File: config.mk
export PLATFORM = sky130hd
export DESIGN_NAME = rounded_frame_row_span_top
export DESIGN_NICKNAME = d
export VERILOG_FILES = /design/src/sv/rfrs_pkg.sv /design/src/sv/rfrs_front.sv /design/src/sv/rfrs_root.sv /design/src/sv/rounded_frame_row_span_top.sv
export SDC_FILE = /design/constraint.sdc
export NUM_CORES = 2
export LEC_CHECK = 0
export CAP_MARGIN = 40
export CORE_MARGIN = 4
export CORE_UTILIZATION = 50
export DETAILED_ROUTE_END_ITERATION = 7
export DONT_BUFFER_PORTS = 1
export SETUP_SLACK_MARGIN = 0.4
export SLEW_MARGIN = 20
export SYNTH_ARGS = -nofsm -noshare
export SYNTH_HDL_FRONTEND = slang
export SYNTH_SLANG_ARGS = --single-unit
File: constraint.sdc
create_clock -name clk -period 14.85 [get_ports clk]
set_input_delay 0 -clock clk [delete_from_list [all_inputs] [get_ports clk]]
set_output_delay 0 -clock clk [all_outputs]
set_load 0.03 [all_outputs]
File: src/sv/rfrs_pkg.sv
// Shared constants and types for the rounded frame row span block.
`timescale 1ns / 1ps

package rfrs_pkg;

  localparam int COORD_BITS_DEF = 12;
  localparam int ROOT_STEPS_DEF = 16;

  localparam int CFG_IDX_W = 3;

  typedef logic [CFG_IDX_W-1:0] cfg_idx_t;
  typedef logic [1:0]           style_t;

  localparam cfg_idx_t REG_CLIP_ENABLE   = 3'd0;
  localparam cfg_idx_t REG_FRAME_LEFT    = 3'd1;
  localparam cfg_idx_t REG_FRAME_TOP     = 3'd2;
  localparam cfg_idx_t REG_FRAME_WIDTH   = 3'd3;
  localparam cfg_idx_t REG_FRAME_HEIGHT  = 3'd4;
  localparam cfg_idx_t REG_CORNER_RADIUS = 3'd5;
  localparam cfg_idx_t REG_CORNER_STYLES = 3'd6;

  localparam style_t STYLE_SQUARE = 2'd0;
  localparam style_t STYLE_ROUND  = 2'd1;
  localparam style_t STYLE_MITRE  = 2'd2;
  localparam style_t STYLE_PLAIN  = 2'd3;

endpackage

File: src/sv/rfrs_front.sv
// Front stages: frame containment, radius clamp, corner band, squares and root operand.
`timescale 1ns / 1ps

module rfrs_front
  import rfrs_pkg::*;
#(
  parameter int COORD_BITS = COORD_BITS_DEF,
  parameter int ROOT_STEPS = ROOT_STEPS_DEF,
  localparam int POS_BITS  = COORD_BITS + 1,
  localparam int OUT_BITS  = COORD_BITS + 2,
  localparam int SIDE_W    = 2 * COORD_BITS + 5,
  localparam int ROOT_W    = 2 * ROOT_STEPS
) (
  input  logic                  clk,
  input  logic                  rst_n,
  input  logic                  clip_enable,
  input  logic [POS_BITS-1:0]   frame_top,
  input  logic [COORD_BITS-1:0] frame_width,
  input  logic [COORD_BITS-1:0] frame_height,
  input  logic [COORD_BITS-1:0] corner_radius,
  input  logic [7:0]            corner_styles,
  input  logic                  in_valid,
  output logic                  in_ready,
  input  logic [COORD_BITS-1:0] in_row,
  output logic                  out_valid,
  input  logic                  out_ready,
  output logic [ROOT_W-1:0]     out_operand,
  output logic [SIDE_W-1:0]     out_side
);

  localparam int SQ_W   = 2 * COORD_BITS;
  localparam int DIFF_W = (SQ_W > ROOT_W) ? SQ_W : ROOT_W;

  logic en_a, en_b, en_c, en_d;

  // stage A: containment
  logic                  a_vld_r, a_inside_r;
  logic [COORD_BITS-1:0] a_off_r;
  logic signed [OUT_BITS-1:0] row_s, top_s, bot_s, off_s;
  logic inside_nxt;

  assign row_s = $signed({2'b00, in_row});
  assign top_s = $signed({frame_top[POS_BITS-1], frame_top});
  assign bot_s = top_s + $signed({2'b00, frame_height});
  assign off_s = row_s - top_s;
  assign inside_nxt = clip_enable && (row_s >= top_s) && (row_s < bot_s);

  always_ff @(posedge clk) begin
    if (!rst_n) begin
      a_vld_r <= 1'b0;
    end else if (en_a) begin
      a_vld_r <= in_valid;
    end
  end

  always_ff @(posedge clk) begin
    if (en_a) begin
      a_inside_r <= inside_nxt;
      a_off_r    <= off_s[COORD_BITS-1:0];
    end
  end

  // stage B: clamp radius, pick band and corner styles
  logic [COORD_BITS-1:0] half_w, half_h, rc, depth, dy_nxt;
  logic                  top_band, bot_band, span_nxt;
  style_t                sl_nxt, sr_nxt;
  logic                  b_vld_r;
  logic [SIDE_W-1:0]     b_side_r;
  logic [COORD_BITS-1:0] b_rc_r, b_dy_r;

  assign half_w = frame_width >> 1;
  assign half_h = frame_height >> 1;

  always_comb begin
    rc = corner_radius;
    if (rc > half_w) rc = half_w;
    if (rc > half_h) rc = half_h;
  end

  assign top_band = a_off_r < rc;
  assign bot_band = ({1'b0, a_off_r} + {1'b0, rc}) >= {1'b0, frame_height};
  assign depth    = top_band ? a_off_r : frame_height - COORD_BITS'(1) - a_off_r;
  assign dy_nxt   = rc - depth;
  assign span_nxt = a_inside_r && (rc != '0) && (top_band || bot_band);
  assign sl_nxt   = top_band ? corner_styles[1:0] : corner_styles[7:6];
  assign sr_nxt   = top_band ? corner_styles[3:2] : corner_styles[5:4];

  always_ff @(posedge clk) begin
    if (!rst_n) begin
      b_vld_r <= 1'b0;
    end else if (en_b) begin
      b_vld_r <= a_vld_r;
    end
  end

  always_ff @(posedge clk) begin
    if (en_b) begin
      b_side_r <= {span_nxt, rc, dy_nxt, sl_nxt, sr_nxt};
      b_rc_r   <= rc;
      b_dy_r   <= dy_nxt;
    end
  end

  // stage C: squares
  logic              c_vld_r;
  logic [SQ_W-1:0]   c_rr_r, c_dd_r;
  logic [SIDE_W-1:0] c_side_r;

  always_ff @(posedge clk) begin
    if (!rst_n) begin
      c_vld_r <= 1'b0;
    end else if (en_c) begin
      c_vld_r <= b_vld_r;
    end
  end

  always_ff @(posedge clk) begin
    if (en_c) begin
      c_rr_r   <= SQ_W'(b_rc_r) * SQ_W'(b_rc_r);
      c_dd_r   <= SQ_W'(b_dy_r) * SQ_W'(b_dy_r);
      c_side_r <= b_side_r;
    end
  end

  // stage D: root operand, low root bits only
  logic              d_vld_r;
  logic [ROOT_W-1:0] d_operand_r;
  logic [SIDE_W-1:0] d_side_r;
  logic [DIFF_W-1:0] diff_ext;

  assign diff_ext = DIFF_W'(c_rr_r - c_dd_r);

  always_ff @(posedge clk) begin
    if (!rst_n) begin
      d_vld_r <= 1'b0;
    end else if (en_d) begin
      d_vld_r <= c_vld_r;
    end
  end

  always_ff @(posedge clk) begin
    if (en_d) begin
      d_operand_r <= diff_ext[ROOT_W-1:0];
      d_side_r    <= c_side_r;
    end
  end

  // a stage advances when empty or when the next one advances
  assign en_d = !d_vld_r || out_ready;
  assign en_c = !c_vld_r || en_d;
  assign en_b = !b_vld_r || en_c;
  assign en_a = !a_vld_r || en_b;

  assign in_ready    = en_a;
  assign out_valid   = d_vld_r;
  assign out_operand = d_operand_r;
  assign out_side    = d_side_r;

endmodule

File: src/sv/rfrs_root.sv
// Pipelined restoring square root, one result bit per stage, with a side word.
`timescale 1ns / 1ps

module rfrs_root #(
  parameter int ROOT_STEPS = 16,
  parameter int SIDE_W     = 29,
  localparam int ROOT_W    = 2 * ROOT_STEPS
) (
  input  logic                  clk,
  input  logic                  rst_n,
  input  logic                  in_valid,
  output logic                  in_ready,
  input  logic [ROOT_W-1:0]     in_operand,
  input  logic [SIDE_W-1:0]     in_side,
  output logic                  out_valid,
  input  logic                  out_ready,
  output logic [ROOT_STEPS-1:0] out_root,
  output logic [SIDE_W-1:0]     out_side
);

  localparam int RW  = ROOT_STEPS + 2;
  localparam int RTW = ROOT_STEPS + 1;

  logic              vld_q  [0:ROOT_STEPS];
  logic [RW-1:0]     rem_q  [0:ROOT_STEPS];
  logic [RTW-1:0]    root_q [0:ROOT_STEPS];
  logic [ROOT_W-1:0] opd_q  [0:ROOT_STEPS];
  logic [SIDE_W-1:0] side_q [0:ROOT_STEPS];
  logic [ROOT_STEPS:0] en;

  assign vld_q[0]  = in_valid;
  assign rem_q[0]  = '0;
  assign root_q[0] = '0;
  assign opd_q[0]  = in_operand;
  assign side_q[0] = in_side;
  assign en[ROOT_STEPS] = out_ready;

  for (genvar s = 0; s < ROOT_STEPS; s++) begin : g_stage
    logic              vld_r;
    logic [RW-1:0]     rem_r, rem_sh, rem_nxt;
    logic [RTW-1:0]    root_r, root_sh, root_nxt;
    logic [ROOT_W-1:0] opd_r;
    logic [SIDE_W-1:0] side_r;
    logic              take;

    // bring down the next two operand bits, try the trial divisor
    assign root_sh  = {root_q[s][RTW-2:0], 1'b0};
    assign rem_sh   = {rem_q[s][RW-3:0], opd_q[s][ROOT_W-1 -: 2]};
    assign take     = RW'(root_sh) < rem_sh;
    assign rem_nxt  = take ? rem_sh - (RW'(root_sh) | RW'(1)) : rem_sh;
    assign root_nxt = take ? root_sh + RTW'(2) : root_sh;

    assign en[s] = !vld_r || en[s+1];

    always_ff @(posedge clk) begin
      if (!rst_n) begin
        vld_r <= 1'b0;
      end else if (en[s]) begin
        vld_r <= vld_q[s];
      end
    end

    always_ff @(posedge clk) begin
      if (en[s]) begin
        rem_r  <= rem_nxt;
        root_r <= root_nxt;
        opd_r  <= opd_q[s] << 2;
        side_r <= side_q[s];
      end
    end

    assign vld_q[s+1]  = vld_r;
    assign rem_q[s+1]  = rem_r;
    assign root_q[s+1] = root_r;
    assign opd_q[s+1]  = opd_r;
    assign side_q[s+1] = side_r;
  end

  assign in_ready  = en[0];
  assign out_valid = vld_q[ROOT_STEPS];
  assign out_root  = root_q[ROOT_STEPS][RTW-1:1];
  assign out_side  = side_q[ROOT_STEPS];

endmodule

File: src/sv/rounded_frame_row_span_top.sv
// Four front stages, one stage per root bit and one output stage lie between accepted row and result word.
// Throughput: one row per cycle while the output word is being taken.
// Any stage holds its word while the next is full, so stalls lose and repeat nothing.
// The output register takes a new word whenever it is empty or being taken.
// Reset (synchronous, active low) clears the frame registers and all valid bits.
`timescale 1ns / 1ps

module rounded_frame_row_span_top
  import rfrs_pkg::*;
#(
  parameter int COORD_BITS = COORD_BITS_DEF,
  parameter int ROOT_STEPS = ROOT_STEPS_DEF,
  localparam int POS_BITS  = COORD_BITS + 1,
  localparam int OUT_BITS  = COORD_BITS + 2
) (
  input  logic                       clk,
  input  logic                       rst_n,
  input  logic                       cfg_we,
  input  cfg_idx_t                   cfg_index,
  input  logic [POS_BITS-1:0]        cfg_wdata,
  input  logic                       in_valid,
  output logic                       in_ready,
  input  logic [COORD_BITS-1:0]      in_screen_row,
  output logic                       out_valid,
  input  logic                       out_ready,
  output logic                       out_span_valid,
  output logic signed [OUT_BITS-1:0] out_span_start,
  output logic signed [OUT_BITS-1:0] out_span_end
);

  localparam int SIDE_W = 2 * COORD_BITS + 5;
  localparam int ROOT_W = 2 * ROOT_STEPS;

  logic                  clip_enable_r;
  logic [POS_BITS-1:0]   frame_left_r, frame_top_r;
  logic [COORD_BITS-1:0] frame_width_r, frame_height_r, corner_radius_r;
  logic [7:0]            corner_styles_r;

  always_ff @(posedge clk) begin
    if (!rst_n) begin
      clip_enable_r   <= 1'b0;
      frame_left_r    <= '0;
      frame_top_r     <= '0;
      frame_width_r   <= '0;
      frame_height_r  <= '0;
      corner_radius_r <= '0;
      corner_styles_r <= '0;
    end else if (cfg_we) begin
      unique case (cfg_index)
        REG_CLIP_ENABLE:   clip_enable_r   <= cfg_wdata[0];
        REG_FRAME_LEFT:    frame_left_r    <= cfg_wdata;
        REG_FRAME_TOP:     frame_top_r     <= cfg_wdata;
        REG_FRAME_WIDTH:   frame_width_r   <= cfg_wdata[COORD_BITS-1:0];
        REG_FRAME_HEIGHT:  frame_height_r  <= cfg_wdata[COORD_BITS-1:0];
        REG_CORNER_RADIUS: corner_radius_r <= cfg_wdata[COORD_BITS-1:0];
        REG_CORNER_STYLES: corner_styles_r <= cfg_wdata[7:0];
        default: ;
      endcase
    end
  end

  logic              fr_valid, fr_ready;
  logic [ROOT_W-1:0] fr_operand;
  logic [SIDE_W-1:0] fr_side;

  rfrs_front #(
    .COORD_BITS (COORD_BITS),
    .ROOT_STEPS (ROOT_STEPS)
  ) u_front (
    .clk           (clk),
    .rst_n         (rst_n),
    .clip_enable   (clip_enable_r),
    .frame_top     (frame_top_r),
    .frame_width   (frame_width_r),
    .frame_height  (frame_height_r),
    .corner_radius (corner_radius_r),
    .corner_styles (corner_styles_r),
    .in_valid      (in_valid),
    .in_ready      (in_ready),
    .in_row        (in_screen_row),
    .out_valid     (fr_valid),
    .out_ready     (fr_ready),
    .out_operand   (fr_operand),
    .out_side      (fr_side)
  );

  logic                  rt_valid, rt_ready;
  logic [ROOT_STEPS-1:0] rt_root;
  logic [SIDE_W-1:0]     rt_side;

  rfrs_root #(
    .ROOT_STEPS (ROOT_STEPS),
    .SIDE_W     (SIDE_W)
  ) u_root (
    .clk        (clk),
    .rst_n      (rst_n),
    .in_valid   (fr_valid),
    .in_ready   (fr_ready),
    .in_operand (fr_operand),
    .in_side    (fr_side),
    .out_valid  (rt_valid),
    .out_ready  (rt_ready),
    .out_root   (rt_root),
    .out_side   (rt_side)
  );

  // unpack side word: span flag, clamped radius, dy, left style, right style
  logic                  sd_span;
  logic [COORD_BITS-1:0] sd_r, sd_dy;
  style_t                sd_sl, sd_sr;

  assign sd_span = rt_side[SIDE_W-1];
  assign sd_r    = rt_side[SIDE_W-2 -: COORD_BITS];
  assign sd_dy   = rt_side[SIDE_W-2-COORD_BITS -: COORD_BITS];
  assign sd_sl   = rt_side[3:2];
  assign sd_sr   = rt_side[1:0];

  function automatic logic [OUT_BITS-1:0] corner_inset(
    input style_t                st,
    input logic [COORD_BITS-1:0] r,
    input logic [COORD_BITS-1:0] dy,
    input logic [ROOT_STEPS-1:0] root
  );
    logic [OUT_BITS-1:0] res;
    unique case (st)
      STYLE_MITRE: res = OUT_BITS'(dy);
      STYLE_ROUND: res = OUT_BITS'(r) - OUT_BITS'(root);
      STYLE_SQUARE, STYLE_PLAIN: res = '0;
      default: res = '0;
    endcase
    return res;
  endfunction

  logic [OUT_BITS-1:0] left_ext, width_ext, inset_l, inset_r, x0_nxt, x1_nxt;

  assign left_ext  = {frame_left_r[POS_BITS-1], frame_left_r};
  assign width_ext = OUT_BITS'(frame_width_r);
  assign inset_l   = corner_inset(sd_sl, sd_r, sd_dy, rt_root);
  assign inset_r   = corner_inset(sd_sr, sd_r, sd_dy, rt_root);
  assign x0_nxt    = sd_span ? left_ext + inset_l : '0;
  assign x1_nxt    = sd_span ? left_ext + width_ext - inset_r : '0;

  logic                out_valid_r, span_valid_r;
  logic [OUT_BITS-1:0] span_start_r, span_end_r;
  logic                out_en;

  assign out_en   = !out_valid_r || out_ready;
  assign rt_ready = out_en;

  always_ff @(posedge clk) begin
    if (!rst_n) begin
      out_valid_r <= 1'b0;
    end else if (out_en) begin
      out_valid_r <= rt_valid;
    end
  end

  always_ff @(posedge clk) begin
    if (out_en) begin
      span_valid_r <= sd_span;
      span_start_r <= x0_nxt;
      span_end_r   <= x1_nxt;
    end
  end

  assign out_valid      = out_valid_r;
  assign out_span_valid = span_valid_r;
  assign out_span_start = $signed(span_start_r);
  assign out_span_end   = $signed(span_end_r);

  // an invalid span word carries zero bounds
  a_zero_when_invalid: assert property (@(posedge clk) disable iff (!rst_n)
    out_valid && !out_span_valid |-> out_span_start == '0 && out_span_end == '0)
    else $error("invalid span word with nonzero bounds");

  // clipping off never yields a limited row
  a_clip_off: assert property (@(posedge clk) disable iff (!rst_n)
    out_valid && !clip_enable_r |-> !out_span_valid)
    else $error("span valid while clipping disabled");

  // reset empties the output stage
  a_reset_empty: assert property (@(posedge clk)
    !rst_n |=> !out_valid)
    else $error("output valid right after reset");

endmodule

==> results.py <==
metrics = {
    "outcome": {
        "status": "finished, final reports clean",
    },
    "grt": {
        "grt-ovfl-total": 0,
        "grt_pass1_vias": 38430,
        "grt_pass1_wl_um": 201800,
        "track_usage_pct": 17.84,
        "antenna_found_initial": 4,
        "grt_max_degree": 93,
    },
    "sta": {
        "fin_ws_ps": 5623,
        "fmax_mhz": 108.4,
        "final_hold_viol_count": 0,
        "finalCritPeriodShare_pct": 62.14,
        "setup_tns_ps": 0,
        "slew_headroom_pct": 44.15,
        "worst_pin_slew_ps": 835.0,
        "rsz0062_at_grt": "false",
        "slew_violations": 0,
        "finClkSkew_ps": 26.94,
        "fin_crit_ps": 9227,
        "setup_violations": 0,
    },
    "setup_path": {
        "worstSetupPathType": "reg -> reg",
        "rr_worst_depth": 32,
        "cp_max_fo": 20,
        "critPathMostFrequentCell": "ha_1",
        "r2r_slack_ps": 5620,
        "r2r-start": "frame_width_r[10]$_SDFFE_PN0P_",
        "slowest_stage": "a31oi_2",
        "endpoint_kind": "flip-flop",
        "startpoint_type": "flip-flop",
        "r2r_end": "u_front.b_side_r[15]$_DFFE_PP_",
        "cpPeakStageDelay_ps": 620,
        "path_delay_family": "compound AO/OA/AOI/OAI gates",
        "worstPathRequired_ps": 15330,
        "crit_buf_inv": 3,
        "critical_path_arrival_ps": 9710,
    },
    "clocking": {
        "ctsHoldBuffers": 68,
        "insertion_delay_ps": 750,
        "cts-resized-gates": 0,
        "cts_buffer_depth": 3,
        "ctsHtreeMaxLevel": 4,
        "cts_root_buf": "clkbuf_16",
        "cts_sinks": 1330,
        "cts_setup_buffers": 0,
        "cts_buffers": 141,
        "clkTransAtPathRegs_ps": 60,
        "cts_tree": "done",
    },
    "drt": {
        "viasPerCell": 5.224,
        "antenna_left": 0,
        "dr.pass1.iters": 7,
        "num_vias": 37930,
        "drt_iter0_drc": 2095,
        "drt_wl_total_um": 122800,
        "drc": 0,
        "wl_per_cell_um": 16.92,
    },
    "worst_hold_path": {
        "hold_depth": 6,
        "min_to": "u_front.a_inside_r$_DFFE_PP_",
        "hold_path.class": "in -> reg",
        "min_from": "in_screen_row[11]",
    },
    "floorplan": {
        "initial_core_util_pct": 50.31,
        "pin_count": 64,
        "die_h_um": 374.2,
        "die_x_um": 374.2,
        "die_area_sq_mm": 0.1400,
        "core_sq_mm": 0.1333,
        "rows": 134,
    },
    "final_layout": {
        "final_nets": 6140,
        "drive_gt1_share_pct": 6.100,
        "area_growth_pct": 11.71,
    },
    "synthesis": {
        "yosysWarnings": 0,
        "synth_ff_type": "edfxtp_1",
        "yosysTopAreaCell": "edfxtp_1",
        "synth.yosys.seq_area_share_pct": 58.18,
        "synth_edf_count": 1238,
        "netlist_top_cells_area": "edfxtp_1, ha_1, fa_1",
        "synth.top_cell.area_share_pct": 55.44,
        "syn_avg_cell_area_sq_um": 12.88,
        "yosys.cell_types.count": 93,
        "async_reset_ff_share_pct": 0,
        "ys_ff_latch": 1330,
        "netlist_area_sq_mm": 0.06706,
        "netlist_instances": 5206,
    },
    "place": {
        "place_ws_ps": 5770,
        "place.gp.congestion": 0.8505,
        "hpwlAfterDp_um": 89130,
        "io_buffers": 0,
    },
    "job": {
        "cap_violations": 0,
    },
}
[metal layers]
metal | GRT usage, % | vias up | wire (um)
met1 | 23.74 | 18290 | 55640
li1 | - | 18870 | -
met5 | 0 | - | 0
met2 | 30.03 | 576 | 59150
met4 | 5.397 | 0 | 3248
met3 | 3.170 | 198 | 4800
[worst reg2reg max path: cells and delay by family, from the launching register on]
kind	cells	cell delay (ps)
and+or+nand+nor	6	1250
buffers and inverters	3	600
DFF	1	380
adders and majority gates	4	1300
xor gates and xnor gates	2	290
AOI/OAI and AO/OA	16	4660
muxes	1	470
[cells in the mapped netlist (23+ instances only)]
cell and instances:
a211oi_1 34, a21boi_0 92, a21o_1 72, a21oi_1 212, a31oi_1 28, and2_1 134, clkbuf_1 75, dfxtp_1 92
edfxtp_1 1238, fa_1 178, ha_1 551, inv_1 628, mux2_2 26, nand2_1 341, nand2b_1 51, nand3_1 74
nand4_1 24, nor2_1 244, nor2b_1 75, nor3_1 89, nor4_1 30, o21a_1 71, o21ai_0 188, o31ai_1 23
or3_1 38, xnor2_1 178, xor2_1 85
[flip-flops by register name (all words and copies together) (netlist names), 13 cells and up]
signal                 flops
u_front.c_rr_r            22
u_root.g_stage.opd_r     231
u_root.g_stage.side_r    435
frame_left_r              13
u_front.c_dd_r            22
out_span_end              14
u_root.g_stage.vld_r      15
frame_top_r               13
u_root.g_stage.root_r    130
u_root.g_stage.rem_r     215
u_front.out_operand       25
out_span_start            14
u_front.c_side_r          29
u_front.out_side          29
u_root.out_side           29
[per-stage QoR]
step | std cells | util, % | hold slack, ps | area, sq um
3_3_place_gp | 6919 | 51.92 | 133.9 | 69210
2_1_floorplan | 5209 | - | 128.3 | 67070
5_1_grt | 7260 | 56.20 | 71.87 | 74910
6_report | 7261 | 56.20 | 92.98 | 74910
4_1_cts | 7254 | 56.11 | 3.382 | 74790
3_5_place_dp | 6929 | 52.09 | 137.7 | 69430
[cells in the final DEF (no fill, tap or decap), drive strengths merged, types with 24 or more instances in the layout]
cell / instances
edfxtp: 1238
inv: 639
ha: 551
nand2: 341
nor2: 246
a21oi: 212
o21ai: 205
clkbuf: 181
xnor2: 178
fa: 178
and2: 134
a21boi: 97
dfxtp: 92
nor3: 89
xor2: 85
nor2b: 75
nand3: 74
a21o: 72
o21a: 72
dlygate4sd3: 67
nand2b: 52
clkinv: 45
buf: 44
or3: 39
a211oi: 34
nor4: 33
mux2: 32
a31oi: 29
nand4: 24
and3: 24
[how the worst max path moves through the flow]
stage | from | to | cells past startpoint
floorplan | frame_width_r[2]$_SDFFE_PN0P_ | u_front.b_side_r[15]$_DFFE_PP_ | 35
global placement | frame_width_r[2]$_SDFFE_PN0P_ | u_front.b_side_r[15]$_DFFE_PP_ | 32
CTS | frame_width_r[2]$_SDFFE_PN0P_ | u_front.b_side_r[15]$_DFFE_PP_ | 33
detailed placement | frame_width_r[2]$_SDFFE_PN0P_ | u_front.b_side_r[15]$_DFFE_PP_ | 33
global route | frame_width_r[2]$_SDFFE_PN0P_ | u_front.b_side_r[15]$_DFFE_PP_ | 33
finish | frame_width_r[10]$_SDFFE_PN0P_ | u_front.b_side_r[15]$_DFFE_PP_ | 32
[kinds of logic after synthesis]
kind of cell / count (synthesis) / share of synthesized area [%]
xor gates and xnor gates: 264 / 3.469
other: 2 / 0.01120
DFF: 1330 / 58.18
and+or+nand+nor: 1201 / 8.934
muxes: 53 / 0.8508
adders and majority gates: 729 / 15.59
buffers and inverters: 716 / 4.030
AOI/OAI and AO/OA: 911 / 8.926
[final cells by class]
| class | count | area, sq um |
|---|---|---|
| fillers | 10930 | 58380 |
| repair buffers | 111 | 1237 |
| clock buffers | 181 | 3804 |
| well taps | 1768 | 2212 |
| clock inverters | 76 | 857.1 |
| multi-input cells | 3163 | 25410 |
| inverters | 631 | 2369 |
| diodes | 1 | 2.502 |
| flip-flops and latches | 1330 | 39020 |
Power is not shown: default switching activity piles up to over one toggle a cycle in this logic, so the estimate is an artifact.
